==> config.mk <==
export PLATFORM = sky130hd
export DESIGN_NAME = imu_fir_delta_integrator
export DESIGN_NICKNAME = d
export VERILOG_FILES = /design/src/hw/rtl/ifdi_pkg.sv /design/src/hw/rtl/ifdi_regs.sv /design/src/hw/rtl/ifdi_ctrl.sv /design/src/hw/rtl/ifdi_dp.sv /design/src/hw/rtl/imu_fir_delta_integrator.sv
export VERILOG_INCLUDE_DIRS = /design/src /design/src/hw/rtl
export SDC_FILE = /design/constraint.sdc
export NUM_CORES = 2
export LEC_CHECK = 0
export ABC_CLOCK_PERIOD_IN_PS = 14240
export BUFFER_PORTS_ARGS = -buffer_cell sky130_fd_sc_hd__buf_2
export CELL_PAD_IN_SITES_DETAIL_PLACEMENT = 0
export CELL_PAD_IN_SITES_GLOBAL_PLACEMENT = 1
export CORE_AREA = 4 4 441 399
export DETAILED_ROUTE_END_ITERATION = 7
export DIE_AREA = 0 0 445 403
export PLACE_DENSITY_LB_ADDON = 0.1
export REMOVE_ABC_BUFFERS = 1
export SLEW_MARGIN = 20
export SYNTH_ARGS = -nofsm -noshare
export SYNTH_HDL_FRONTEND = slang
export SYNTH_HIERARCHICAL = 1
export SYNTH_SLANG_ARGS = --single-unit
==> constraint.sdc <==
create_clock -name clk -period 14.24 [get_ports clk]
set_clock_uncertainty 0.2 [all_clocks]
set_input_delay 0.712 -clock clk [delete_from_list [all_inputs] [get_ports clk]]
set_output_delay 0.712 -clock clk [all_outputs]
set_load 0.1 [all_outputs]
==> src/hw/rtl/imu_fir_delta_integrator_assert.svh <==
// Assertion macros for the IMU FIR / delta integrator block.
// Used by the top level only; expects signals named clk and rst in scope.
`ifndef IMU_FIR_DELTA_INTEGRATOR_ASSERT_SVH
`define IMU_FIR_DELTA_INTEGRATOR_ASSERT_SVH
`ifndef SYNTHESIS
// check that is switched off while reset is high
`define IFDI_ASSERT(lbl, prop, msg) \
  lbl: assert property (@(posedge clk) disable iff (rst) prop) else $error(msg);
// check that also holds while reset is high
`define IFDI_ASSERT_RST(lbl, prop, msg) \
  lbl: assert property (@(posedge clk) prop) else $error(msg);
`else
`define IFDI_ASSERT(lbl, prop, msg)
`define IFDI_ASSERT_RST(lbl, prop, msg)
`endif
`endif

==> src/hw/rtl/ifdi_pkg.sv <==
// Shared types and constants of the IMU FIR / delta integrator.
// No dependencies; imported by every module of the block.
package ifdi_pkg;

  // default build parameters
  localparam int TAPS_DEF        = 4;
  localparam int FRAME_LEN_DEF   = 10;
  localparam int SAMPLE_BITS_DEF = 16;

  // fixed formats
  localparam int AXES         = 3;
  localparam int AXIS_BITS    = 2;
  localparam int NUM_COEF     = 4;
  localparam int TAP_IDX_BITS = 2;
  localparam int COEF_BITS    = 18;
  localparam int SCALE_BITS   = 32;
  localparam int OUT_BITS     = 32;
  localparam int OUT_FIELDS   = 2 * AXES;
  localparam int OUT_IDX_BITS = 3;
  localparam int VAL_BITS     = 64;
  localparam int MUL_BITS     = 33;
  localparam int PROD_BITS    = 2 * MUL_BITS;
  localparam int CARRY_BITS   = 33;
  localparam int CNT_BITS     = 4;

  // saturation bounds and rounding bias of the Q.48 to Q.16 step
  localparam logic signed [PROD_BITS-1:0] SAT_HI = 66'sd2147483647;
  localparam logic signed [PROD_BITS-1:0] SAT_LO = -66'sd2147483648;
  localparam logic [OUT_BITS-1:0] OUT_MAX = 32'h7FFF_FFFF;
  localparam logic [OUT_BITS-1:0] OUT_MIN = 32'h8000_0000;
  localparam logic [64:0] ROUND_HALF = 65'h0_8000_0000;

  // last step of the scaling sequence: two multiplies per output plus one
  localparam logic [CNT_BITS-1:0] SCL_LAST = CNT_BITS'(2 * OUT_FIELDS);

  // register map
  localparam int APB_DATA_BITS = 32;
  localparam int ADDR_BITS     = 5;
  localparam int REG_IDX_BITS  = 3;
  localparam logic [REG_IDX_BITS-1:0] REG_COEF_0     = 3'd0;
  localparam logic [REG_IDX_BITS-1:0] REG_COEF_1     = 3'd1;
  localparam logic [REG_IDX_BITS-1:0] REG_COEF_2     = 3'd2;
  localparam logic [REG_IDX_BITS-1:0] REG_COEF_3     = 3'd3;
  localparam logic [REG_IDX_BITS-1:0] REG_STEP_SCALE = 3'd4;
  localparam logic [REG_IDX_BITS-1:0] REG_RATE_SCALE = 3'd5;

  localparam logic [COEF_BITS-1:0]  COEF0_RST      = 18'd65536;
  localparam logic [SCALE_BITS-1:0] STEP_SCALE_RST = 32'd374856;
  localparam logic [SCALE_BITS-1:0] RATE_SCALE_RST = 32'd74961321;

  // configuration seen by the datapath
  typedef struct packed {
    logic [NUM_COEF-1:0][COEF_BITS-1:0] coef;
    logic [SCALE_BITS-1:0]              step_scale;
    logic [SCALE_BITS-1:0]              rate_scale;
  } cfg_t;

  typedef enum logic [2:0] {
    ST_IDLE,
    ST_FIR,
    ST_SUM,
    ST_WAIT,
    ST_SCALE
  } state_t;

  // what the product register holds
  typedef enum logic [1:0] {
    PK_NONE,
    PK_FIR,
    PK_LO,
    PK_HI
  } prod_kind_t;

  // sequencer to datapath
  typedef struct packed {
    logic                     hist_wr;
    logic                     acc_clr;
    logic                     fir_issue;
    logic [TAP_IDX_BITS-1:0]  fir_tap;
    logic [AXIS_BITS-1:0]     fir_axis;
    logic                     ptr_adv;
    logic                     sum_upd;
    logic                     sum_clr;
    logic                     scl_lo;
    logic                     scl_hi;
    logic [OUT_IDX_BITS-1:0]  scl_idx;
    logic                     out_set;
  } ctrl_t;

endpackage

==> src/hw/rtl/ifdi_regs.sv <==
// APB register file: tap weights and the two output scales.
// Depends on ifdi_pkg.
module ifdi_regs import ifdi_pkg::*; #(
  parameter int TAPS = TAPS_DEF
) (
  input  logic                     clk,
  input  logic                     rst,
  input  logic                     psel,
  input  logic                     penable,
  input  logic                     pwrite,
  input  logic [ADDR_BITS-1:0]     paddr,
  input  logic [APB_DATA_BITS-1:0] pwdata,
  output logic [APB_DATA_BITS-1:0] prdata,
  output logic                     pready,
  output cfg_t                     cfg
);

  logic                    wr;
  logic [REG_IDX_BITS-1:0] idx;

  assign pready = 1'b1;
  assign wr     = psel && penable && pwrite;
  assign idx    = paddr[ADDR_BITS-1:2];

  // register writes; weights beyond the tap count are dropped
  always_ff @(posedge clk) begin
    if (rst) begin
      cfg.coef       <= {{((NUM_COEF-1)*COEF_BITS){1'b0}}, COEF0_RST};
      cfg.step_scale <= STEP_SCALE_RST;
      cfg.rate_scale <= RATE_SCALE_RST;
    end else if (wr) begin
      unique case (idx)
        REG_COEF_0, REG_COEF_1, REG_COEF_2, REG_COEF_3: begin
          if (32'(idx) < TAPS) begin
            cfg.coef[idx[TAP_IDX_BITS-1:0]] <= pwdata[COEF_BITS-1:0];
          end
        end
        REG_STEP_SCALE: cfg.step_scale <= pwdata[SCALE_BITS-1:0];
        REG_RATE_SCALE: cfg.rate_scale <= pwdata[SCALE_BITS-1:0];
        default: ;
      endcase
    end
  end

  // read back
  always_comb begin
    unique case (idx)
      REG_COEF_0: prdata = {{(APB_DATA_BITS-COEF_BITS){1'b0}}, cfg.coef[0]};
      REG_COEF_1: prdata = {{(APB_DATA_BITS-COEF_BITS){1'b0}}, cfg.coef[1]};
      REG_COEF_2: prdata = {{(APB_DATA_BITS-COEF_BITS){1'b0}}, cfg.coef[2]};
      REG_COEF_3: prdata = {{(APB_DATA_BITS-COEF_BITS){1'b0}}, cfg.coef[3]};
      REG_STEP_SCALE: prdata = cfg.step_scale;
      REG_RATE_SCALE: prdata = cfg.rate_scale;
      default: prdata = '0;
    endcase
  end

endmodule

==> src/hw/rtl/ifdi_ctrl.sv <==
// Sequencer: walks the FIR taps, the frame sum update and the scaling steps
// over the shared multiplier. Depends on ifdi_pkg.
module ifdi_ctrl import ifdi_pkg::*; #(
  parameter int TAPS      = TAPS_DEF,
  parameter int FRAME_LEN = FRAME_LEN_DEF
) (
  input  logic   clk,
  input  logic   rst,
  input  logic   s_valid,
  output logic   s_ready,
  input  logic   out_busy,
  output ctrl_t  ctl,
  output state_t st
);

  localparam int ACT_TAPS = (TAPS < NUM_COEF) ? TAPS : NUM_COEF;
  localparam int NOPS     = ACT_TAPS * AXES;
  localparam int FC_BITS  = (FRAME_LEN > 1) ? $clog2(FRAME_LEN) : 1;

  state_t                  st_next;
  logic [CNT_BITS-1:0]     cnt;
  logic [TAP_IDX_BITS-1:0] tap;
  logic [AXIS_BITS-1:0]    axis;
  logic [FC_BITS-1:0]      fcnt;
  logic                    frame_end;

  assign frame_end = (fcnt == FC_BITS'(FRAME_LEN - 1));

  // next state
  always_comb begin
    st_next = st;
    unique case (st)
      ST_IDLE:  if (s_valid) st_next = ST_FIR;
      ST_FIR:   if (cnt == CNT_BITS'(NOPS + 1)) st_next = ST_SUM;
      ST_SUM: begin
        if (!frame_end) begin
          st_next = ST_IDLE;
        end else if (out_busy) begin
          st_next = ST_WAIT;
        end else begin
          st_next = ST_SCALE;
        end
      end
      ST_WAIT:  if (!out_busy) st_next = ST_SCALE;
      ST_SCALE: if (cnt == SCL_LAST) st_next = ST_IDLE;
      default:  st_next = ST_IDLE;
    endcase
  end

  // outputs
  always_comb begin
    s_ready       = (st == ST_IDLE);
    ctl           = '0;
    ctl.hist_wr   = (st == ST_IDLE) && s_valid;
    ctl.acc_clr   = (st == ST_IDLE) && s_valid;
    ctl.fir_issue = (st == ST_FIR) && (cnt < CNT_BITS'(NOPS));
    ctl.fir_tap   = tap;
    ctl.fir_axis  = axis;
    ctl.ptr_adv   = (st == ST_SUM);
    ctl.sum_upd   = (st == ST_SUM);
    ctl.scl_lo    = (st == ST_SCALE) && !cnt[0] && (cnt != SCL_LAST);
    ctl.scl_hi    = (st == ST_SCALE) && cnt[0];
    ctl.scl_idx   = cnt[CNT_BITS-1:1];
    ctl.out_set   = (st == ST_SCALE) && (cnt == SCL_LAST);
    ctl.sum_clr   = (st == ST_SCALE) && (cnt == SCL_LAST);
  end

  // state, step counter and frame position
  always_ff @(posedge clk) begin
    if (rst) begin
      st   <= ST_IDLE;
      cnt  <= '0;
      tap  <= '0;
      axis <= '0;
      fcnt <= '0;
    end else begin
      st  <= st_next;
      cnt <= (st_next != st) ? '0 : cnt + 1'b1;
      if (ctl.hist_wr) begin
        tap  <= '0;
        axis <= '0;
      end else if (ctl.fir_issue) begin
        if (axis == AXIS_BITS'(AXES - 1)) begin
          axis <= '0;
          tap  <= tap + 1'b1;
        end else begin
          axis <= axis + 1'b1;
        end
      end
      if (st == ST_SUM) begin
        fcnt <= frame_end ? '0 : fcnt + 1'b1;
      end
    end
  end

endmodule

==> src/hw/rtl/ifdi_dp.sv <==
// Datapath: sample history memory, the shared 33x33 multiplier, FIR and frame
// accumulators, rounding/saturation and the output register. Depends on ifdi_pkg.
module ifdi_dp import ifdi_pkg::*; #(
  parameter int TAPS        = TAPS_DEF,
  parameter int FRAME_LEN   = FRAME_LEN_DEF,
  parameter int SAMPLE_BITS = SAMPLE_BITS_DEF
) (
  input  logic                           clk,
  input  logic                           rst,
  input  ctrl_t                          ctl,
  input  cfg_t                           cfg,
  input  logic [AXES*SAMPLE_BITS-1:0]    in_data,
  output logic                           out_valid,
  input  logic                           out_ready,
  output logic [OUT_FIELDS*OUT_BITS-1:0] out_data
);

  localparam int IN_BITS   = AXES * SAMPLE_BITS;
  localparam int PTR_BITS  = (TAPS > 1) ? $clog2(TAPS) : 1;
  localparam int SLOT_BITS = PTR_BITS + 1;
  localparam int FILT_BITS = SAMPLE_BITS + COEF_BITS + TAP_IDX_BITS;
  localparam int SUM_BITS  = FILT_BITS + $clog2(FRAME_LEN);

  // history memory, one row per time step holding all three axes
  logic [IN_BITS-1:0]  hist [TAPS];
  logic [TAPS-1:0]     hv;
  logic [PTR_BITS-1:0] wp;
  logic [PTR_BITS-1:0] rd_addr;
  logic [SLOT_BITS-1:0] slot_sum;
  logic [IN_BITS-1:0]  rd_row;
  logic                rd_ok;

  // pipeline tags
  logic                    s1_vld;
  logic [AXIS_BITS-1:0]    s1_axis;
  logic [TAP_IDX_BITS-1:0] s1_tap;
  prod_kind_t              pk;
  prod_kind_t              mul_kind;
  logic [AXIS_BITS-1:0]    p_axis;
  logic [OUT_IDX_BITS-1:0] p_idx;

  // multiplier
  logic signed [SAMPLE_BITS-1:0] samp;
  logic signed [MUL_BITS-1:0]    mul_a;
  logic signed [MUL_BITS-1:0]    mul_b;
  logic signed [PROD_BITS-1:0]   prod;

  // scaling operands and result
  logic signed [VAL_BITS-1:0]  val;
  logic [SCALE_BITS-1:0]       scl;
  logic [64:0]                 lo_sum;
  logic [CARRY_BITS-1:0]       carry;
  logic signed [PROD_BITS-1:0] res;
  logic [OUT_BITS-1:0]         res_sat;

  // accumulators
  logic signed [FILT_BITS-1:0] acc  [AXES];
  logic signed [SUM_BITS-1:0]  fsum [AXES];
  logic [OUT_FIELDS-1:0][OUT_BITS-1:0] out_reg;

  assign out_data = out_reg;

  // ring slot of the sample that is fir_tap steps old
  always_comb begin
    slot_sum = {1'b0, wp} + SLOT_BITS'(TAPS) - SLOT_BITS'(ctl.fir_tap);
    if (slot_sum >= SLOT_BITS'(TAPS)) begin
      slot_sum = slot_sum - SLOT_BITS'(TAPS);
    end
    rd_addr = slot_sum[PTR_BITS-1:0];
  end

  // history memory: write on accept, registered read
  always_ff @(posedge clk) begin
    if (ctl.hist_wr) begin
      hist[wp] <= in_data;
    end
    rd_row <= hist[rd_addr];
    rd_ok  <= hv[rd_addr];
  end

  // sample of the current axis; a never written row reads as zero
  always_comb begin
    unique case (s1_axis)
      2'd0:    samp = rd_row[0*SAMPLE_BITS +: SAMPLE_BITS];
      2'd1:    samp = rd_row[1*SAMPLE_BITS +: SAMPLE_BITS];
      default: samp = rd_row[2*SAMPLE_BITS +: SAMPLE_BITS];
    endcase
    if (!rd_ok) begin
      samp = '0;
    end
  end

  // value and scale for the output being scaled
  always_comb begin
    if (ctl.scl_idx < OUT_IDX_BITS'(AXES)) begin
      val = VAL_BITS'(fsum[ctl.scl_idx[AXIS_BITS-1:0]]);
      scl = cfg.step_scale;
    end else begin
      val = VAL_BITS'(acc[AXIS_BITS'(ctl.scl_idx - OUT_IDX_BITS'(AXES))]);
      scl = cfg.rate_scale;
    end
  end

  // operand select for the shared multiplier
  always_comb begin
    priority if (s1_vld) begin
      mul_a    = MUL_BITS'(samp);
      mul_b    = MUL_BITS'($signed(cfg.coef[s1_tap]));
      mul_kind = PK_FIR;
    end else if (ctl.scl_lo) begin
      mul_a    = {1'b0, val[31:0]};
      mul_b    = {1'b0, scl};
      mul_kind = PK_LO;
    end else if (ctl.scl_hi) begin
      mul_a    = {val[VAL_BITS-1], val[VAL_BITS-1:32]};
      mul_b    = {1'b0, scl};
      mul_kind = PK_HI;
    end else begin
      mul_a    = '0;
      mul_b    = '0;
      mul_kind = PK_NONE;
    end
  end

  // round half up on the low partial product, then add the high one and clamp
  always_comb begin
    lo_sum = {1'b0, prod[63:0]} + ROUND_HALF;
    res    = prod + $signed({1'b0, carry});
    if (res > SAT_HI) begin
      res_sat = OUT_MAX;
    end else if (res < SAT_LO) begin
      res_sat = OUT_MIN;
    end else begin
      res_sat = res[OUT_BITS-1:0];
    end
  end

  // control state
  always_ff @(posedge clk) begin
    if (rst) begin
      hv        <= '0;
      wp        <= '0;
      s1_vld    <= 1'b0;
      pk        <= PK_NONE;
      out_valid <= 1'b0;
      for (int a = 0; a < AXES; a++) begin
        fsum[a] <= '0;
      end
    end else begin
      if (ctl.hist_wr) begin
        hv[wp] <= 1'b1;
      end
      if (ctl.ptr_adv) begin
        wp <= (wp == PTR_BITS'(TAPS - 1)) ? '0 : wp + 1'b1;
      end
      s1_vld <= ctl.fir_issue;
      pk     <= mul_kind;
      if (ctl.out_set) begin
        out_valid <= 1'b1;
      end else if (out_ready) begin
        out_valid <= 1'b0;
      end
      // frame sums
      for (int a = 0; a < AXES; a++) begin
        if (ctl.sum_clr) begin
          fsum[a] <= '0;
        end else if (ctl.sum_upd) begin
          fsum[a] <= fsum[a] + SUM_BITS'(acc[a]);
        end
      end
    end
  end

  // payload: tags, product, carry, filter accumulators, outputs
  always_ff @(posedge clk) begin
    s1_axis <= ctl.fir_axis;
    s1_tap  <= ctl.fir_tap;
    prod    <= mul_a * mul_b;
    p_axis  <= s1_axis;
    p_idx   <= ctl.scl_idx;
    if (ctl.acc_clr) begin
      for (int a = 0; a < AXES; a++) begin
        acc[a] <= '0;
      end
    end else if (pk == PK_FIR) begin
      acc[p_axis] <= acc[p_axis] + $signed(prod[FILT_BITS-1:0]);
    end
    if (pk == PK_LO) begin
      carry <= lo_sum[64:32];
    end
    if (pk == PK_HI) begin
      out_reg[p_idx] <= res_sat;
    end
  end

endmodule

==> src/hw/rtl/imu_fir_delta_integrator.sv <==
// IMU FIR / delta integrator top level: APB registers, sequencer, datapath.
// Depends on ifdi_pkg, ifdi_regs, ifdi_ctrl, ifdi_dp and the assertion header.
//
// Usage: one request on the input stream carries one x/y/z sample. Each axis
// runs through a FIR filter (up to four weighted taps) and the filtered values
// are summed over a frame of FRAME_LEN requests. On the last request of a
// frame one result request leaves on the output stream: the frame sums times
// step_scale and the last filtered values times rate_scale, each rounded half
// up and clamped to signed 32 bits. Other requests produce no result.
// Flow: one multiplier does all products, one per cycle. A request runs its
// FIR products, then the frame sum update, before the next request is taken;
// a frame's last request also runs the scaling steps, after which its result
// shows valid. A result waiting in the output register does not block input;
// only the next frame's scaling waits until the receiver has taken it.
// Reset: history, frame sums and frame position clear, registers return to
// their defaults (unit weight on the current sample), no result is pending.
// Registers must be written over APB only while the block is idle; the block
// itself does not enforce it.
`include "imu_fir_delta_integrator_assert.svh"
module imu_fir_delta_integrator import ifdi_pkg::*; #(
  parameter int TAPS        = TAPS_DEF,
  parameter int FRAME_LEN   = FRAME_LEN_DEF,
  parameter int SAMPLE_BITS = SAMPLE_BITS_DEF,
  localparam int IN_BITS    = AXES * SAMPLE_BITS,
  localparam int IN_W       = ((IN_BITS + 7) / 8) * 8
) (
  input  logic                           clk,
  input  logic                           rst,
  // input stream
  input  logic                           s_axis_tvalid,
  output logic                           s_axis_tready,
  // low to high: sample_x, sample_y, sample_z, zero pad to bytes
  input  logic [IN_W-1:0]                s_axis_tdata,
  // output stream
  output logic                           m_axis_tvalid,
  input  logic                           m_axis_tready,
  // low to high: delta_x, delta_y, delta_z, rate_x, rate_y, rate_z
  output logic [OUT_FIELDS*OUT_BITS-1:0] m_axis_tdata,
  // configuration
  input  logic                           psel,
  input  logic                           penable,
  input  logic                           pwrite,
  input  logic [ADDR_BITS-1:0]           paddr,
  input  logic [APB_DATA_BITS-1:0]       pwdata,
  output logic [APB_DATA_BITS-1:0]       prdata,
  output logic                           pready
);

  cfg_t   cfg;
  ctrl_t  ctl;
  state_t st;

  ifdi_regs #(
    .TAPS (TAPS)
  ) u_regs (
    .clk     (clk),
    .rst     (rst),
    .psel    (psel),
    .penable (penable),
    .pwrite  (pwrite),
    .paddr   (paddr),
    .pwdata  (pwdata),
    .prdata  (prdata),
    .pready  (pready),
    .cfg     (cfg)
  );

  ifdi_ctrl #(
    .TAPS      (TAPS),
    .FRAME_LEN (FRAME_LEN)
  ) u_ctrl (
    .clk      (clk),
    .rst      (rst),
    .s_valid  (s_axis_tvalid),
    .s_ready  (s_axis_tready),
    .out_busy (m_axis_tvalid),
    .ctl      (ctl),
    .st       (st)
  );

  ifdi_dp #(
    .TAPS        (TAPS),
    .FRAME_LEN   (FRAME_LEN),
    .SAMPLE_BITS (SAMPLE_BITS)
  ) u_dp (
    .clk       (clk),
    .rst       (rst),
    .ctl       (ctl),
    .cfg       (cfg),
    .in_data   (s_axis_tdata[IN_BITS-1:0]),
    .out_valid (m_axis_tvalid),
    .out_ready (m_axis_tready),
    .out_data  (m_axis_tdata)
  );

  // checks
  `IFDI_ASSERT(a_busy_after_accept, s_axis_tvalid && s_axis_tready |=> !s_axis_tready, "input taken while busy")
  `IFDI_ASSERT(a_scale_out_free, st == ST_SCALE |-> !m_axis_tvalid, "scaling over a pending result")
  `IFDI_ASSERT(a_result_from_scale, $rose(m_axis_tvalid) |-> $past(st) == ST_SCALE, "result outside scaling")
  `IFDI_ASSERT_RST(a_no_result_after_reset, rst |=> !m_axis_tvalid, "result pending after reset")

endmodule

Word-level counts from Yosys, hierarchy flattened

Memory sizes are Yosys's and may differ from the RTL's. A register that Yosys moved wholly into a read port is not among the register bits.
Index checks and enable logic that the tools add are counted.

Bits in registers: 462
Input port bits: 92
Output and inout bits: 227
Memory bits (read-only): 0
Memories kept: 3
Latch bits: 0
Logic and storage cells: 180
RAM bits: 420

Memories:

| memory    | depth | bits a word | rd ports | clocked after memory_dff | write ports | RTL line      | source |
|---|---|---|---|---|---|---|---|
| u_dp.hist | 4     | 48          | 1        | 1                        | 1           | ifdi_dp.sv:25 | `logic [IN_BITS-1:0] hist [TAPS];` |
| u_dp.fsum | 3     | 40          | 4        | 1                        | 3           | ifdi_dp.sv:58 | `logic signed [SUM_BITS-1:0] fsum [AXES];` |
| u_dp.acc  | 3     | 36          | 5        | 1                        | 3           | ifdi_dp.sv:57 | `logic signed [FILT_BITS-1:0] acc [AXES];` |

Bitwise gates (word level): 7
Muxes and demuxes: 65
$lt $le $gt $ge: 14
$mul: 1
Div/mod/pow operators: 0
$add $sub $neg: 15
Equal/unequal tests: 20
Shift-type cells: 0
Reduce and logical (&&, ||, !) cells: 25

Operator list:

| kind                                                                               | number |
|---|---|
| 40-bit 2-to-1 mux                                                                  | 6 |
| 192-bit bitwise mux                                                                | 1 |
| 32-bit one-hot mux with 6 select lines                                             | 1 |
| 33-bit 2-to-1 mux                                                                  | 5 |
| 32-bit 2-to-1 mux                                                                  | 5 |
| 40-bit by 36-bit adder with 40-bit output                                          | 3 |
| 32-bit demux with 3-bit select                                                     | 1 |
| 72-bit bitwise mux                                                                 | 1 |
| 66-bit by 34-bit adder with 66-bit output                                          | 1 |
| 66-bit by 32-bit greater-than comparator with 1-bit output (second input constant) | 1 |
| 66-bit by 32-bit < comparator with 1-bit output (second input constant)            | 1 |
| 33-bit by 33-bit multiplier with 66-bit output                                     | 1 |
| 64-bit by 32-bit adder with 65-bit output (second input constant)                  | 1 |
| 64-bit 2-to-1 mux                                                                  | 1 |
| 36-bit adder                                                                       | 1 |
| 18-bit binary-select mux with 2-bit select                                         | 1 |
| 18-bit demux with 2-bit select                                                     | 1 |
| 18-bit 2-to-1 mux                                                                  | 2 |
| 36-bit 2-to-1 mux                                                                  | 1 |
| 36-bit OR reduction                                                                | 1 |
| 16-bit one-hot mux with 2 select lines                                             | 1 |
| 1-bit 2-to-1 mux                                                                   | 20 |
| 3-bit 2-to-1 mux                                                                   | 6 |
| 16-bit 2-to-1 mux                                                                  | 1 |
| other kinds (38)                                                                   | 83 |

Longest topological paths before layout

Depth after elaboration: 7
Mapped depth: 42
Mapped depth without buffers: 38

Hierarchy

The synthesis kept the hierarchy.

By module, submodules not included:

| module    | area each (um^2) | instances | cells an instance | sequential area each (um^2) |
|---|---|---|---|---|
| ifdi_dp   | 79662.7          | 1         | 7660              | 23132.2 |
| ifdi_regs | 6477.5           | 1         | 680               | 2722.6 |
| ifdi_ctrl | 908.4            | 1         | 105               | 300.3 |

Worst setup path after synthesis

Ideal clock, no wire load.

Kind: register -> register
Start point: reg u_ctrl.st[1]
End point: reg u_dp.prod[65]
Data required time: 13913 ps
Period minus slack after synthesis: 10058 ps
Arrival: 9731 ps
Stages on the path, launching flop included: 35
Path buffers: 5
Library setup time: 127 ps
Slack: 4182 ps
Path through: dfxtp_1 buf_4 nor2_1 nand2_1 nor2_1 nor2b_1 o221a_2 a21oi_1 a21oi_1 clkbuf_1 buf_1 clkbuf_1 nand2_1 fa_1 inv_1 fa_1 fa_1 fa_1 fa_1 fa_1 fa_1 inv_1 fa_1 inv_1 ha_1 clkbuf_1 nand3_1 o31ai_1 nor3_1 o31a_1 o31a_1 o221a_2 o21ai_1 and4_1 nor3_1

RTL lines:

| what                     | RTL line        | source |
|---|---|---|
| start: declaration       | ifdi_ctrl.sv:13 | `output state_t st` |
| start signal: assignment | ifdi_ctrl.sv:77 | `st <= st_next;` |
| end signal: assignment   | ifdi_dp.sv:178  | `prod <= mul_a * mul_b;` |
| end: declaration         | ifdi_dp.sv:46   | `logic signed [PROD_BITS-1:0] prod;` |

==> impl_metrics.toml <==
[finish]
stdcell_count = 11048
multi_input_area_um2 = 54800
layout-drive-gt1-share_pct = 11.5
syn_to_final_growth_pct = 9.94
regArea_um2 = 26200
nets = 10337
fin_util_pct = 56.0
fin_area_um2 = 95700
fill_cells = 14955

[die]
placementRows = 144
dieArea_um2 = 179000
start_util_pct = 50.9
pin_count = 319
die_x_um = 445
core_area_um2 = 171000
die_h_um = 403

[placed_design]
dpl.cell_count = 10794
dp.final_hpwl_um = 214000
port_buffers = 315
gp_congestion = 0.945
dpl-instance-area_um2 = 91500

[worst_setup_path]
end_kind = "register"
crit_top_cell = "fa_1"
critPathArrivalTime_ns = 12.62
crit_type = "reg -> reg"
max_stage_delay_ns = 0.94
crit_path_top_delay_cell = "nand2_1"
critPathMaxFanout = 31
startpoint_type = "register"
worst_ep_required_time_ns = 14.62

[clock_tree]
clockBufferDepth = 3
cts_tree = "yes"
clk_latency_ns = 0.76
clock-sinks = 966
cts.clk_slew.worst_paths_ns = 0.06
root_buffer = "clkbuf_16"
cts_htree_levels = 3
cts_made_buffers = 102

[outcome]
status = "complete, no violations"

[routing]
wl_per_cell_um = 25.5
ant_nets = 0
first_pass_iters = 8
wl_um = 282000
drc = 0
via_per_inst = 5.80
vias = 64125
drtIter0Drc = 5988

[timing]
fmax_ghz = 0.0817
setup_viol = 0
slew_headroom_pct = 16.6
min_period_ns = 12.24
tightest_slew_ns = 1.24
rsz0062_at_grt = "false"
hold_violations = 0
fin_crit_sh_pct = 85.9
fin_tns_setup_ns = 0
slew_violations = 0
holdWs_ns = 0.0555

[logic_synthesis]
ys_ff_latch = 966
avgSynthCellArea_um2 = 10.3
synth_edf_count = 681
syn_area_um2 = 87000
ys_seq_area_share_pct = 30.0
synth_top_area_share_pct = 26.4
async_flop_share_pct = 0
synth_most_common_cell = "inv_1"
synth_area_leaders = "fa_1 26%, edfxtp_1 23%, dfxtp_1 6.6%"
synth_common_cells = "1254 x inv_1, 1150 x fa_1, 912 x nand2_1"
synth-main-ff-cell = "edfxtp_1"
yosys.cell_types.count = 110
yosysWarnings = 6
netlist_instances = 8445
yosys.area.top_type = "fa_1"

[global_routing]
grt_pass1_wl_um = 420000
grt_use_total_pct = 31.3
grt_max_degree = 78
grt_pass1_vias = 64704
antenna_found_initial = 16
grt_overflow = 0

[run]
drv_cap = 0

[pwr]
p_leak_nw = 42.4
powerDensity_nw_per_um2 = 70.4
vdd_drop_max_v = 0.000108

[hold_path]
hp-class = "in -> reg"
path summary, 6_finish.rpt:
kind / startpoint / end / slack, ns / cells after the start
min reg2reg: u_ctrl/axis[0]$_SDFFE_PP0P_ / u_dp/s1_axis[0]$_DFF_P_ / 0.21 / 0
max: u_ctrl/cnt[1]$_SDFF_PP0_ / u_dp/prod[65]$_DFF_P_ / 2.00 / 38
min: pwdata[2] / u_regs/cfg[102]$_SDFFE_PP0P_ / 0.06 / 3
max reg2reg: u_ctrl/cnt[1]$_SDFF_PP0_ / u_dp/prod[65]$_DFF_P_ / 2.00 / 38
stage by stage:
stage | worst slack, ns | total power, mW
floorplan | 0.691 | 3.60
global placement | 2.36 | 3.90
detailed placement | 2.28 | 3.91
CTS | 2.23 | 6.77
global route | 1.51 | 6.96
finish | 2.00 | 6.73
cell type report:
type / count / share of cell area (%)
clock buffer: 139 / 3.03
inverter: 1258 / 4.93
timing repair buffer: 550 / 3.64
tap: 2263 / 2.96
sequential: 966 / 27.3
clock inverter: 54 / 0.774
antenna: 12 / 0.0314
multi-input combinational: 5806 / 57.3
kinds of logic (layout without fill, tap and decap cells):
group | Yosys count | after routing | synth area share (%)
AO/OA/AOI/OAI | 1159 | 1159 | 8.71
XOR/XNOR | 259 | 259 | 2.61
adder cells (fa/ha/maj) | 1561 | 1561 | 32.4
buffers and inverters | 1673 | 2001 | 7.48
flip-flops | 966 | 966 | 30.0
multiplexers | 370 | 370 | 6.16
other | 1 | 13 | 0.00431
AND/OR/NAND/NOR | 2456 | 2456 | 12.6
registers in the layout, summed over array words and instances, names as in the netlist, 3 cells and up:
signal and cells:
u_dp/acc 144, u_regs/cfg 136, u_dp/rd_row 48, u_dp/prod 66, u_dp/out_data 192, u_dp/carry 33
u_dp/p_idx 3, u_dp/hist 192, u_ctrl/cnt 4, u_ctrl/fcnt 4, u_dp/hv 4, u_ctrl/st 3
u_dp/fsum 120
cells in the final DEF (no fill, tap or decap), types with 110 or more instances in the layout:
cell      synthesis  final
mux2i_1         197    197
nand2b_1        158    155
nor2_1          821    811
xor2_1          110    110
o21ai_0         200    193
xnor2_1         149    148
fa_1           1150   1150
nand2_1         912    909
buf_4            22    186
inv_1          1254   1254
edfxtp_1        681    681
dfxtp_1         285    280
nand3_1         126    126
a21o_1          127    127
buf_2            32    314
mux4_2          128    128
ha_1            411    410
a21oi_1         340    328
critical path: cells and delay by family, from the launching register on:
kind	cells	cell delay, ns
adder cells (fa/ha/maj)	10	4.99
AND/OR/NAND/NOR	10	2.75
AO/OA/AOI/OAI	10	2.55
buffers and inverters	8	1.04
flip-flops	1	0.52
routing by layer:
layer  vias to the layer above  track usage (%)  share of wire, %
li1                      28236                -                 -
met1                     32423             45.1                43
met2                      3006             46.6                43
met3                       456             8.40                10
met4                         4             9.26               3.5
met5                         -                0            0.0075
timing repair:
action,4_1_cts,5_1_grt
buffers inserted,0,0
resized for setup,0,0
hold buffers,48,0
hold endpoints to repair,192,0
where the power goes:
part	total (mW)	switching [mW]	internal [mW]	leakage, nW
Clock	2.85	1.20	1.65	1.77
Combinational	0.765	0.516	0.249	31.9
Sequential	3.12	0.0543	3.07	8.72
Total	6.73	1.77	4.96	42.4
(Power assumes the default switching activity.)
